**src/design/spdm_pkg.sv**
```systemverilog
`default_nettype none
package spdm_pkg;

  localparam int unsigned POOL_SIZE_DEF  = 80;
  localparam int unsigned DRAW_COUNT_DEF = 20;
  localparam int unsigned MAX_ROUNDS_DEF = 400;

  // class code width, enough for the largest pool and for the low-seven-bits sampler
  localparam int unsigned CLS_W = 7;

  localparam logic [63:0] SM_GOLD   = 64'h9E37_79B9_7F4A_7C15;
  localparam logic [63:0] SM_MUL1   = 64'hBF58_476D_1CE4_E5B9;
  localparam logic [63:0] SM_MUL2   = 64'h94D0_49BB_1331_11EB;
  localparam logic [63:0] PCG32_MUL = 64'd6364136223846793005;
  localparam logic [63:0] PCG64_MHI = 64'h2360_ED05_1FC6_5DA4;
  localparam logic [63:0] PCG64_MLO = 64'h4385_DF64_9FCC_F645;

  localparam logic [2:0] GEN_SM   = 3'd0;
  localparam logic [2:0] GEN_X256 = 3'd1;
  localparam logic [2:0] GEN_X128 = 3'd2;
  localparam logic [2:0] GEN_P32  = 3'd3;
  localparam logic [2:0] GEN_P64  = 3'd4;

  localparam logic [2:0] SMP_TRUNC = 3'd0;
  localparam logic [2:0] SMP_MOD   = 3'd1;
  localparam logic [2:0] SMP_UMOD  = 3'd2;
  localparam logic [2:0] SMP_LEM   = 3'd3;
  localparam logic [2:0] SMP_D53   = 3'd4;

  typedef struct packed {
    logic [31:0] seed;
    logic [2:0]  generator;
    logic [2:0]  sampler;
  } in_item_t;

  typedef struct packed {
    logic [63:0] mask_low;
    logic [15:0] mask_high;
    logic        complete;
  } out_item_t;

  typedef enum logic [4:0] {
    ST_IDLE, ST_START, ST_SM_ADD, ST_SM1, ST_SM1_W, ST_SM2, ST_SM2_W, ST_SEED_ST,
    ST_PCG, ST_PCG_W, ST_ROUND, ST_WORD, ST_SAMPLE, ST_MOD, ST_D53, ST_MARK,
    ST_FINISH
  } state_t;

  typedef enum logic [3:0] {
    OP_NOP, OP_LOAD, OP_SM_ADD, OP_MUL_START, OP_MUL_WB, OP_SEED_STORE,
    OP_ROUND_INC, OP_WORD, OP_SAMPLE, OP_MOD_STEP, OP_D53_CLASS, OP_MARK, OP_OUT
  } op_t;

  typedef enum logic [1:0] {
    MS_SM1, MS_SM2, MS_PCG32, MS_PCG64
  } msel_t;

  typedef struct packed {
    op_t   op;
    msel_t msel;
  } cmd_t;

  typedef struct packed {
    logic       mul_done;
    logic       mod_last;
    logic       seed_last;
    logic       taken_done;
    logic       rounds_full;
    logic       out_full;
    logic [2:0] gen;
    logic [2:0] smp;
  } status_t;

endpackage
`default_nettype wire

```
**src/design/spdm_ctrl.sv**
```systemverilog
`default_nettype none
module spdm_ctrl (
  input  wire logic              clk,
  input  wire logic              rst_n,
  input  wire logic              in_valid,
  output logic                   in_ready,
  input  wire spdm_pkg::status_t status,
  output spdm_pkg::cmd_t         cmd
);
  import spdm_pkg::*;

  state_t state_r, state_nxt;
  logic   seeding_r, seeding_nxt;
  logic   second_r, second_nxt;
  state_t fetch_st;
  logic   pcg64;

  assign fetch_st = (status.gen == GEN_SM) ? ST_SM_ADD : ST_WORD;
  assign pcg64    = (status.gen == GEN_P64);

  always_ff @(posedge clk) begin
    if (!rst_n) begin
      state_r   <= ST_IDLE;
      seeding_r <= 1'b0;
      second_r  <= 1'b0;
    end else begin
      state_r   <= state_nxt;
      seeding_r <= seeding_nxt;
      second_r  <= second_nxt;
    end
  end

  always_comb begin
    logic       gen_done;
    state_t     after_word;
    logic       second_next_word;
    gen_done         = 1'b0;
    second_next_word = 1'b0;
    // double53 needs a second word before sampling
    if (status.smp == SMP_D53 && !second_r) begin
      after_word       = fetch_st;
      second_next_word = 1'b1;
    end else begin
      after_word = ST_SAMPLE;
    end
    state_nxt   = state_r;
    seeding_nxt = seeding_r;
    second_nxt  = second_r;
    unique case (state_r)
      ST_IDLE: if (in_valid) state_nxt = ST_START;
      ST_START: begin
        second_nxt = 1'b0;
        priority case (status.gen)
          GEN_X256, GEN_X128: begin
            state_nxt   = ST_SM_ADD;
            seeding_nxt = 1'b1;
          end
          GEN_P32, GEN_P64: begin
            state_nxt   = ST_PCG;
            seeding_nxt = 1'b1;
          end
          default: state_nxt = ST_ROUND;
        endcase
      end
      ST_SM_ADD: state_nxt = ST_SM1;
      ST_SM1:    state_nxt = ST_SM1_W;
      ST_SM1_W:  if (status.mul_done) state_nxt = ST_SM2;
      ST_SM2:    state_nxt = ST_SM2_W;
      ST_SM2_W:  if (status.mul_done) state_nxt = seeding_r ? ST_SEED_ST : ST_WORD;
      ST_SEED_ST: begin
        if (status.seed_last) begin
          state_nxt   = ST_ROUND;
          seeding_nxt = 1'b0;
        end else begin
          state_nxt = ST_SM_ADD;
        end
      end
      ST_PCG: state_nxt = ST_PCG_W;
      ST_PCG_W: begin
        if (status.mul_done) begin
          if (seeding_r) begin
            state_nxt   = ST_ROUND;
            seeding_nxt = 1'b0;
          end else begin
            gen_done = 1'b1;
          end
        end
      end
      ST_ROUND: begin
        if (status.taken_done || status.rounds_full) state_nxt = ST_FINISH;
        else state_nxt = fetch_st;
      end
      ST_WORD: begin
        if (status.gen == GEN_P32 || status.gen == GEN_P64) state_nxt = ST_PCG;
        else gen_done = 1'b1;
      end
      ST_SAMPLE: begin
        priority case (status.smp)
          SMP_MOD, SMP_UMOD: state_nxt = ST_MOD;
          SMP_D53:           state_nxt = ST_D53;
          default:           state_nxt = ST_MARK;
        endcase
      end
      ST_MOD:    if (status.mod_last) state_nxt = ST_MARK;
      ST_D53:    state_nxt = ST_MARK;
      ST_MARK:   state_nxt = ST_ROUND;
      ST_FINISH: if (!status.out_full) state_nxt = ST_IDLE;
      default:   state_nxt = ST_IDLE;
    endcase
    if (gen_done) begin
      state_nxt  = after_word;
      second_nxt = second_next_word;
    end
  end

  always_comb begin
    cmd.op   = OP_NOP;
    cmd.msel = MS_SM1;
    unique case (state_r)
      ST_IDLE:    if (in_valid) cmd.op = OP_LOAD;
      ST_START:   cmd.op = OP_NOP;
      ST_SM_ADD:  cmd.op = OP_SM_ADD;
      ST_SM1:     cmd.op = OP_MUL_START;
      ST_SM1_W:   if (status.mul_done) cmd.op = OP_MUL_WB;
      ST_SM2: begin
        cmd.op   = OP_MUL_START;
        cmd.msel = MS_SM2;
      end
      ST_SM2_W: begin
        cmd.msel = MS_SM2;
        if (status.mul_done) cmd.op = OP_MUL_WB;
      end
      ST_SEED_ST: cmd.op = OP_SEED_STORE;
      ST_PCG: begin
        cmd.op   = OP_MUL_START;
        cmd.msel = pcg64 ? MS_PCG64 : MS_PCG32;
      end
      ST_PCG_W: begin
        cmd.msel = pcg64 ? MS_PCG64 : MS_PCG32;
        if (status.mul_done) cmd.op = OP_MUL_WB;
      end
      ST_ROUND: if (!status.taken_done && !status.rounds_full) cmd.op = OP_ROUND_INC;
      ST_WORD:   cmd.op = OP_WORD;
      ST_SAMPLE: cmd.op = OP_SAMPLE;
      ST_MOD:    cmd.op = OP_MOD_STEP;
      ST_D53:    cmd.op = OP_D53_CLASS;
      ST_MARK:   cmd.op = OP_MARK;
      ST_FINISH: if (!status.out_full) cmd.op = OP_OUT;
      default:   cmd.op = OP_NOP;
    endcase
  end

  assign in_ready = (state_r == ST_IDLE);
endmodule
`default_nettype wire

```
**config.mk**
```make
export PLATFORM = sky130hd
export DESIGN_NAME = spdm_ctrl
export DESIGN_NICKNAME = d
export VERILOG_FILES = /design/src/design/spdm_pkg.sv /design/src/design/spdm_ctrl.sv
export SDC_FILE = /design/constraint.sdc
export NUM_CORES = 1
export LEC_CHECK = 0
export BUFFER_PORTS_ARGS = -buffer_cell sky130_fd_sc_hd__buf_2
export CORE_UTILIZATION = 55
export DETAILED_ROUTE_END_ITERATION = 16
export MAX_ROUTING_LAYER = met4
export PLACE_DENSITY = 0.82
export SYNTH_ARGS = -nofsm -noshare
export SYNTH_HDL_FRONTEND = slang
export SYNTH_SLANG_ARGS = --single-unit
```
**constraint.sdc**
```tcl
create_clock -name clk -period 3.7 [get_ports clk]
set_clock_uncertainty 0.05 [all_clocks]
set_input_delay 0.37 -clock clk [delete_from_list [all_inputs] [get_ports clk]]
set_output_delay 0.37 -clock clk [all_outputs]
set_load 0.03 [all_outputs]
```
==> impl_metrics.prom, run 1 <==
# TYPE chip_impl_metric gauge
chip_impl_metric{name="fin_worst_hold_slack",unit="ps"} 370
chip_impl_metric{name="proportion_of_register_bits_with_asynchronous_set_or_reset_after_synthesis",unit="%"} 0
chip_impl_metric{name="num-fill-cells",unit=""} 146
chip_impl_metric{name="max_slew_margin",unit="%"} 56.9
chip_impl_info{name="cp-start-kind",value="register"} 1
chip_impl_metric{name="post_synth.cell_area_avg",unit="µm²"} 6.94
chip_impl_metric{name="grt_remaining_overflow",unit=""} 0
chip_impl_metric{name="synth-seq-cells",unit=""} 7
chip_impl_metric{name="first_global_vias",unit=""} 939
chip_impl_metric{name="max_cap_violations",unit=""} 0
chip_impl_metric{name="finalHoldViolCount",unit=""} 0
chip_impl_metric{name="yosysUniqueCellTypes",unit=""} 50
chip_impl_metric{name="chipHeight",unit="µm"} 43.0
chip_impl_metric{name="antenna_found_initial",unit=""} 0
chip_impl_info{name="timing.critical_path.to_type",value="primary output"} 1
chip_impl_metric{name="antenna_violating_nets_post_route",unit=""} 0
chip_impl_metric{name="tightestPinTransition",unit="ps"} 646
chip_impl_metric{name="postCtsSetupBuffers",unit=""} 0
chip_impl_metric{name="ir_drop",unit="V"} 0.000479
chip_impl_metric{name="clk_latency_worst_skew_pair",unit="ps"} 250
chip_impl_metric{name="edff_count_synth",unit=""} 0
chip_impl_metric{name="worst_setup_hold_path_clk_slew",unit="ps"} 50
chip_impl_metric{name="die_boundary_width",unit="µm"} 43.0
chip_impl_metric{name="clock_path_buffers",unit=""} 2
chip_impl_metric{name="regToRegSetupSlack",unit="ps"} 1400
chip_impl_metric{name="yosysSeqAreaShare",unit="%"} 15.2
chip_impl_info{name="run_status",value="completed"} 1
chip_impl_metric{name="report.final.slew_viol_count",unit=""} 0
chip_impl_metric{name="postSynthCellCount",unit=""} 133
chip_impl_metric{name="area.growth.synth_to_final",unit="%"} 11.2
chip_impl_metric{name="dr_total_vias",unit=""} 1088
chip_impl_metric{name="coreArea",unit="mm²"} 0.00154
chip_impl_metric{name="cts_made_buffers",unit=""} 3
chip_impl_metric{name="h-tree-depth",unit=""} 1
chip_impl_metric{name="synth_fp_nets",unit=""} 148
chip_impl_metric{name="clock_sinks",unit=""} 7
chip_impl_metric{name="initial_utilization",unit="%"} 59.9
chip_impl_info{name="setup.worst_path.start",value="state_r[1]"} 1
chip_impl_info{name="unrepaired_setup_endpoints_after_global_routing",value="no"} 1
chip_impl_metric{name="routedWlPerCell",unit="µm"} 15.0
chip_impl_info{name="worst_hold_path_type",value="in -> reg"} 1
chip_impl_metric{name="grt_util_all_layers",unit="%"} 29.4
chip_impl_metric{name="avgViaCountPerCell",unit=""} 6.63
chip_impl_metric{name="total_leakage_power",unit="nW"} 0.385
chip_impl_metric{name="f_max",unit="MHz"} 387
chip_impl_metric{name="cts.hold.buffers_added",unit=""} 0
chip_impl_metric{name="grt_first_pass_wirelength",unit="µm"} 4070
chip_impl_metric{name="finalWirelength",unit="µm"} 2460
chip_impl_info{name="worstSetupEndpoint",value="cmd[4]"} 1
chip_impl_metric{name="drt_iter0_markers",unit=""} 67
chip_impl_metric{name="design.portCount",unit=""} 22
chip_impl_info{name="timing.setup.critical_path_class",value="reg -> out"} 1
chip_impl_metric{name="dr.pass1.iters",unit=""} 4
chip_impl_metric{name="place.gp.congestion",unit=""} 0.931
chip_impl_metric{name="finalSetupViolations",unit=""} 0
chip_impl_info{name="r2r-end",value="state_r[3]"} 1
chip_impl_metric{name="power_density",unit="mW/mm²"} 688
chip_impl_metric{name="cp_data_required_time",unit="ps"} 3280
chip_impl_metric{name="hpwlAfterDp",unit="µm"} 1840
chip_impl_metric{name="placement.io_buffers",unit=""} 21
chip_impl_metric{name="period_share",unit="%"} 69.8
chip_impl_info{name="synth_top_flop_cell",value="sky130_fd_sc_hd__dfxtp_1"} 1
chip_impl_metric{name="std_cell_rows",unit=""} 14
chip_impl_metric{name="die-area",unit="mm²"} 0.00185
chip_impl_metric{name="layout.area.seq",unit="µm²"} 140
chip_impl_metric{name="multi_input_area",unit="µm²"} 721
chip_impl_info{name="clock_tree_from_tritoncts",value="done"} 1
chip_impl_metric{name="worstHoldPathCells",unit=""} 2
chip_impl_metric{name="layout-drive-gt1-share",unit="%"} 20.9
chip_impl_info{name="clk_root_buffer_cell",value="sky130_fd_sc_hd__clkbuf_4"} 1
chip_impl_metric{name="fin_setup_tns",unit="ps"} 0
chip_impl_info{name="worst_r2r_startpoint",value="state_r[3]"} 1
chip_impl_metric{name="antenna-diode-count",unit=""} 0
chip_impl_metric{name="detail_route.drc_violations",unit=""} 0
chip_impl_metric{name="fin_crit",unit="ps"} 2580
chip_impl_metric{name="finalNetCount",unit=""} 164
chip_impl_metric{name="cp_max_fo",unit=""} 20
chip_impl_metric{name="syn-cell-area",unit="µm²"} 923
chip_impl_metric{name="r2r_cells",unit=""} 5
chip_impl_metric{name="worst_ep_arrival_time",unit="ps"} 2160
chip_impl_metric{name="synth.yosys.warnings",unit=""} 0
chip_impl_metric{name="maximum_number_of_pins_on_one_net_before_global_route_repair",unit=""} 22
chip_impl_metric{name="cts_resized",unit=""} 0
synth_stat cells (3+ instances only):
library cell	count	area share, %
sky130_fd_sc_hd__nor4bb_1	3	3.3
sky130_fd_sc_hd__nor3_1	7	3.8
sky130_fd_sc_hd__inv_1	4	1.6
sky130_fd_sc_hd__o32ai_1	3	2.8
sky130_fd_sc_hd__nand2b_1	5	3.4
sky130_fd_sc_hd__or3_1	6	4.1
sky130_fd_sc_hd__dfxtp_1	7	15
sky130_fd_sc_hd__nor3b_1	3	2.4
sky130_fd_sc_hd__nand2_1	8	3.3
sky130_fd_sc_hd__nor2b_1	3	2.0
sky130_fd_sc_hd__o21ai_0	9	4.9
sky130_fd_sc_hd__clkbuf_1	5	2.0
sky130_fd_sc_hd__a21oi_1	12	6.5
sky130_fd_sc_hd__nor2_1	14	5.7
worst max-delay path: stages (launching register included):
cell and delay [ps]:
sky130_fd_sc_hd__dfxtp_1 500, sky130_fd_sc_hd__or3_1 520, sky130_fd_sc_hd__or3_1 320, sky130_fd_sc_hd__a21oi_1 160
sky130_fd_sc_hd__nor3_1 60, sky130_fd_sc_hd__o21ai_0 110, sky130_fd_sc_hd__buf_2 230
placed cells by master, fill, tap and decap left out, drive strengths merged, types with 2 or more instances in the layout:
| master | synthesis | layout |
|---|---|---|
| nand2 | 8 | 8 |
| o21a | 2 | 2 |
| nor4 | 3 | 3 |
| nor4bb | 3 | 3 |
| nor2 | 14 | 14 |
| nor2b | 3 | 3 |
| a21boi | 2 | 2 |
| and3 | 2 | 2 |
| a31o | 2 | 2 |
| xnor2 | 2 | 2 |
| nor3b | 4 | 4 |
| nand2b | 5 | 5 |
| o32ai | 3 | 3 |
| nor3 | 7 | 7 |
| buf | 5 | 21 |
| a21oi | 13 | 13 |
| or2 | 3 | 3 |
| dfxtp | 7 | 7 |
| o21ai | 9 | 9 |
| or3 | 6 | 6 |
| clkbuf | 5 | 4 |
| o211ai | 2 | 2 |
| inv | 4 | 4 |
| nand3b | 2 | 2 |
per-layer routing:
metal / wire length (µm) / global-route usage, %
met5: 0 / -
met4: 30 / 8.48
met3: 205 / 5.96
met2: 1180 / 47.3
met1: 1050 / 37.2
worst min-delay path by stage:
stage,start,endpoint,slack [ps]
floorplan,seeding_r,seeding_r,460
global placement,seeding_r,seeding_r,520
detailed placement,seeding_r,seeding_r,530
CTS,rst_n,second_r,360
global route,rst_n,second_r,380
finish,rst_n,second_r,370
per-stage QoR:
stage / std cells / util (%) / power [mW] / setup slack [ps] / instance area (µm²)
3_3_place_gp: 160 / 64.9 / 0.617 / 1440 / 1000
6_report: 164 / 66.6 / 0.706 / 1120 / 1030
4_1_cts: 164 / 66.6 / 0.700 / 1150 / 1030
3_5_place_dp: 160 / 64.9 / 0.628 / 1440 / 1000
5_1_grt: 164 / 66.6 / 0.763 / 1010 / 1030
2_1_floorplan: 133 / - / 0.538 / 1390 / 923
report_power, final:
part | internal [mW] | switching (mW) | total [mW]
Clock | 0.0411 | 0.0278 | 0.0689
Sequential | 0.0972 | 0.0907 | 0.188
Combinational | 0.181 | 0.268 | 0.450
sequential cells by signal, indices dropped and copies added, names as in the netlist:
register / cells
state_r: 5
second_r: 1
seeding_r: 1
cells by family after synthesis:
family                   synth area share (%)
AO/OA/AOI/OAI                            31.8
XOR/XNOR                                 1.90
adder cells (fa/ha/maj)                  1.08
buffers and inverters                    6.78
flip-flops                               15.2
multiplexers                             1.08
AND/OR/NAND/NOR                          42.1
cell type report:
type / count / area share [%]
clock buffers: 4 / 2.56
well taps: 16 / 1.95
multi-input cells: 112 / 70.2
repair buffers: 21 / 10.2
inverters: 4 / 1.46
flip-flops and latches: 7 / 13.6
Note: power is estimated with default switching activity, not from simulation.
==> inputs of run 2 (changes only) <==
--- a/config.mk
+++ b/config.mk
@@ -6,10 +6,10 @@
 export NUM_CORES = 1
 export LEC_CHECK = 0
 export BUFFER_PORTS_ARGS = -buffer_cell sky130_fd_sc_hd__buf_2
-export CORE_UTILIZATION = 55
+export CORE_UTILIZATION = 48
 export DETAILED_ROUTE_END_ITERATION = 16
 export MAX_ROUTING_LAYER = met4
-export PLACE_DENSITY = 0.82
+export PLACE_DENSITY = 0.76
 export SYNTH_ARGS = -nofsm -noshare
 export SYNTH_HDL_FRONTEND = slang
 export SYNTH_SLANG_ARGS = --single-unit
==> constraint.sdc (replaced) <==
create_clock -name clk -period 2.25 [get_ports clk]
set_clock_uncertainty 0.05 [all_clocks]
set_input_delay 0.225 -clock clk [delete_from_list [all_inputs] [get_ports clk]]
set_output_delay 0.225 -clock clk [all_outputs]
set_load 0.03 [all_outputs]
==> run 2 against run 1 <==
Clock power up 63%. Critical path depth unchanged. Sequential power up 31%.
==> impl_metrics.prom, run 2 (synthesis gave the netlist of run 1 again) <==
# TYPE chip_impl_metric gauge
chip_impl_info{name="run_status",value="completed"} 1
chip_impl_metric{name="avgViaCountPerCell",unit=""} 6.23
chip_impl_info{name="clock_tree_from_tritoncts",value="done"} 1
chip_impl_metric{name="drt_iter0_markers",unit=""} 46
chip_impl_info{name="cp-start-kind",value="register"} 1
chip_impl_metric{name="fin_worst_hold_slack",unit="ps"} 245
chip_impl_metric{name="maximum_number_of_pins_on_one_net_before_global_route_repair",unit=""} 19
chip_impl_metric{name="antenna-diode-count",unit=""} 0
chip_impl_metric{name="ir_drop",unit="V"} 0.000846
chip_impl_metric{name="largest_reg_flops",unit=""} 5
chip_impl_metric{name="hpwlAfterDp",unit="µm"} 1980
chip_impl_metric{name="cp_max_fo",unit=""} 10
chip_impl_metric{name="coreArea",unit="mm²"} 0.00176
chip_impl_info{name="clk_root_buffer_cell",value="sky130_fd_sc_hd__clkbuf_4"} 1
chip_impl_metric{name="area.growth.synth_to_final",unit="%"} 19.1
chip_impl_metric{name="place.gp.congestion",unit=""} 0.998
chip_impl_metric{name="cts_resized",unit=""} 0
chip_impl_metric{name="report.final.slew_viol_count",unit=""} 0
chip_impl_metric{name="worst_ep_arrival_time",unit="ps"} 1910
chip_impl_metric{name="clock_sinks",unit=""} 7
chip_impl_metric{name="max_cap_violations",unit=""} 0
chip_impl_metric{name="antenna_found_initial",unit=""} 0
chip_impl_metric{name="initial_utilization",unit="%"} 52.3
chip_impl_metric{name="layout.area.seq",unit="µm²"} 143
chip_impl_info{name="setup.worst_path.start",value="state_r[2]"} 1
chip_impl_metric{name="routedWlPerCell",unit="µm"} 14.5
chip_impl_metric{name="tightestPinTransition",unit="ps"} 479
chip_impl_metric{name="placement.io_buffers",unit=""} 21
chip_impl_metric{name="layout-drive-gt1-share",unit="%"} 26.0
chip_impl_metric{name="cp_data_required_time",unit="ps"} 1980
chip_impl_metric{name="r2r_cells",unit=""} 5
chip_impl_info{name="reg_top3",value="state_r (5), second_r (1), seeding_r (1)"} 1
chip_impl_metric{name="chipHeight",unit="µm"} 45.9
chip_impl_info{name="most-common-layout-cells",value="sky130_fd_sc_hd__buf_2, sky130_fd_sc_hd__nor2_1, sky130_fd_sc_hd__a21oi_1, sky130_fd_sc_hd__o21ai_0, sky130_fd_sc_hd__nand2_1"} 1
chip_impl_metric{name="regToRegSetupSlack",unit="ps"} 250
chip_impl_metric{name="grt_first_pass_wirelength",unit="µm"} 4220
chip_impl_info{name="mostFrequentLayoutCell",value="sky130_fd_sc_hd__buf_2"} 1
chip_impl_metric{name="cts.hold.buffers_added",unit=""} 0
chip_impl_metric{name="num-fill-cells",unit=""} 167
chip_impl_metric{name="clock_path_buffers",unit=""} 2
chip_impl_metric{name="dr.pass1.iters",unit=""} 4
chip_impl_metric{name="worst_setup_hold_path_clk_slew",unit="ps"} 60
chip_impl_metric{name="p_total",unit="mW"} 1.22
chip_impl_metric{name="cts_made_buffers",unit=""} 3
chip_impl_metric{name="grt_remaining_overflow",unit=""} 0
chip_impl_metric{name="detail_route.drc_violations",unit=""} 0
chip_impl_metric{name="finalWirelength",unit="µm"} 2600
chip_impl_metric{name="dr_total_vias",unit=""} 1115
chip_impl_info{name="r2r-end",value="state_r[3]"} 1
chip_impl_metric{name="f_max",unit="MHz"} 457
chip_impl_info{name="timing.critical_path.to_type",value="primary output"} 1
chip_impl_info{name="worst_r2r_startpoint",value="state_r[4]"} 1
chip_impl_metric{name="period_share",unit="%"} 97.2
chip_impl_metric{name="antenna_violating_nets_post_route",unit=""} 0
chip_impl_info{name="worst_hold_path_type",value="in -> reg"} 1
chip_impl_metric{name="fin_crit",unit="ps"} 2190
chip_impl_metric{name="die_boundary_width",unit="µm"} 45.9
chip_impl_metric{name="power_density",unit="mW/mm²"} 1110
chip_impl_metric{name="h-tree-depth",unit=""} 1
chip_impl_metric{name="postCtsSetupBuffers",unit=""} 0
chip_impl_info{name="top_reg_by_flops",value="state_r"} 1
chip_impl_metric{name="clk_latency_worst_skew_pair",unit="ps"} 250
chip_impl_metric{name="first_global_vias",unit=""} 958
chip_impl_metric{name="max_slew_margin",unit="%"} 68.0
chip_impl_metric{name="finalSetupViolations",unit=""} 0
chip_impl_metric{name="std_cell_rows",unit=""} 15
chip_impl_metric{name="grt_util_all_layers",unit="%"} 28.1
chip_impl_metric{name="finalHoldViolCount",unit=""} 0
chip_impl_metric{name="multi_input_area",unit="µm²"} 734
chip_impl_metric{name="finalNetCount",unit=""} 170
chip_impl_metric{name="total_leakage_power",unit="nW"} 0.419
chip_impl_info{name="worstSetupEndpoint",value="cmd[4]"} 1
chip_impl_metric{name="design.portCount",unit=""} 22
chip_impl_metric{name="die-area",unit="mm²"} 0.00210
chip_impl_info{name="timing.setup.critical_path_class",value="reg -> out"} 1
[run 2: per-stage QoR]
step / utilization (%) / setup TNS (ps) / instances / cell area (µm²) / worst slack (ps)
final: 62.3 / 0 / 179 / 1100 / 62.9
after global placement: 59.9 / 0 / 175 / 1060 / 274
after detailed placement: 59.9 / 0 / 175 / 1060 / 259
after floorplan: - / 0 / 133 / 923 / 84.0
after CTS: 61.4 / 0 / 179 / 1080 / 46.1
after global routing: 62.3 / -1.70 / 179 / 1100 / -1.70
[run 2: worst min path at each step]
stage          startpoint    endpoint  slack (ps)  cells past startpoint
2_1_floorplan   status[8]  state_r[4]         460                      3
4_1_cts             rst_n    second_r         240                      2
5_1_grt             rst_n  state_r[0]         250                      2
3_3_place_gp        rst_n    second_r         490                      2
6_report            rst_n  state_r[1]         240                      3
3_5_place_dp        rst_n    second_r         500                      2
[run 2: routing by layer]
| layer | GRT usage (%) | up-vias | wire [µm] |
|---|---|---|---|
| li1 | - | 543 | - |
| met1 | 37.6 | 506 | 1170 |
| met2 | 42.5 | 60 | 1210 |
| met3 | 5.95 | 6 | 173 |
| met4 | 7.06 | 0 | 46 |
| met5 | - | - | 0 |
[run 2: worst max-delay path, cell delays in order, from the launching register on]
cell and delay (ps):
sky130_fd_sc_hd__dfxtp_1 390, sky130_fd_sc_hd__or3_4 420, sky130_fd_sc_hd__or3_1 320, sky130_fd_sc_hd__a21oi_1 160, sky130_fd_sc_hd__nor3_1 70, sky130_fd_sc_hd__o21ai_0 80
sky130_fd_sc_hd__buf_2 210
[run 2: cell type report]
type,instances,area share (%)
multi-input cells,112,66.8
repair buffers,27,13.7
flip-flops and latches,7,13.0
well taps,25,2.84
clock buffers,4,2.39
inverters,4,1.37
[run 2: where the power goes]
group          total [mW]  internal, mW  switching (mW)
combinational       0.862         0.346           0.516
sequential          0.247         0.164          0.0834
clock               0.112        0.0676          0.0445
total                1.22         0.577           0.644
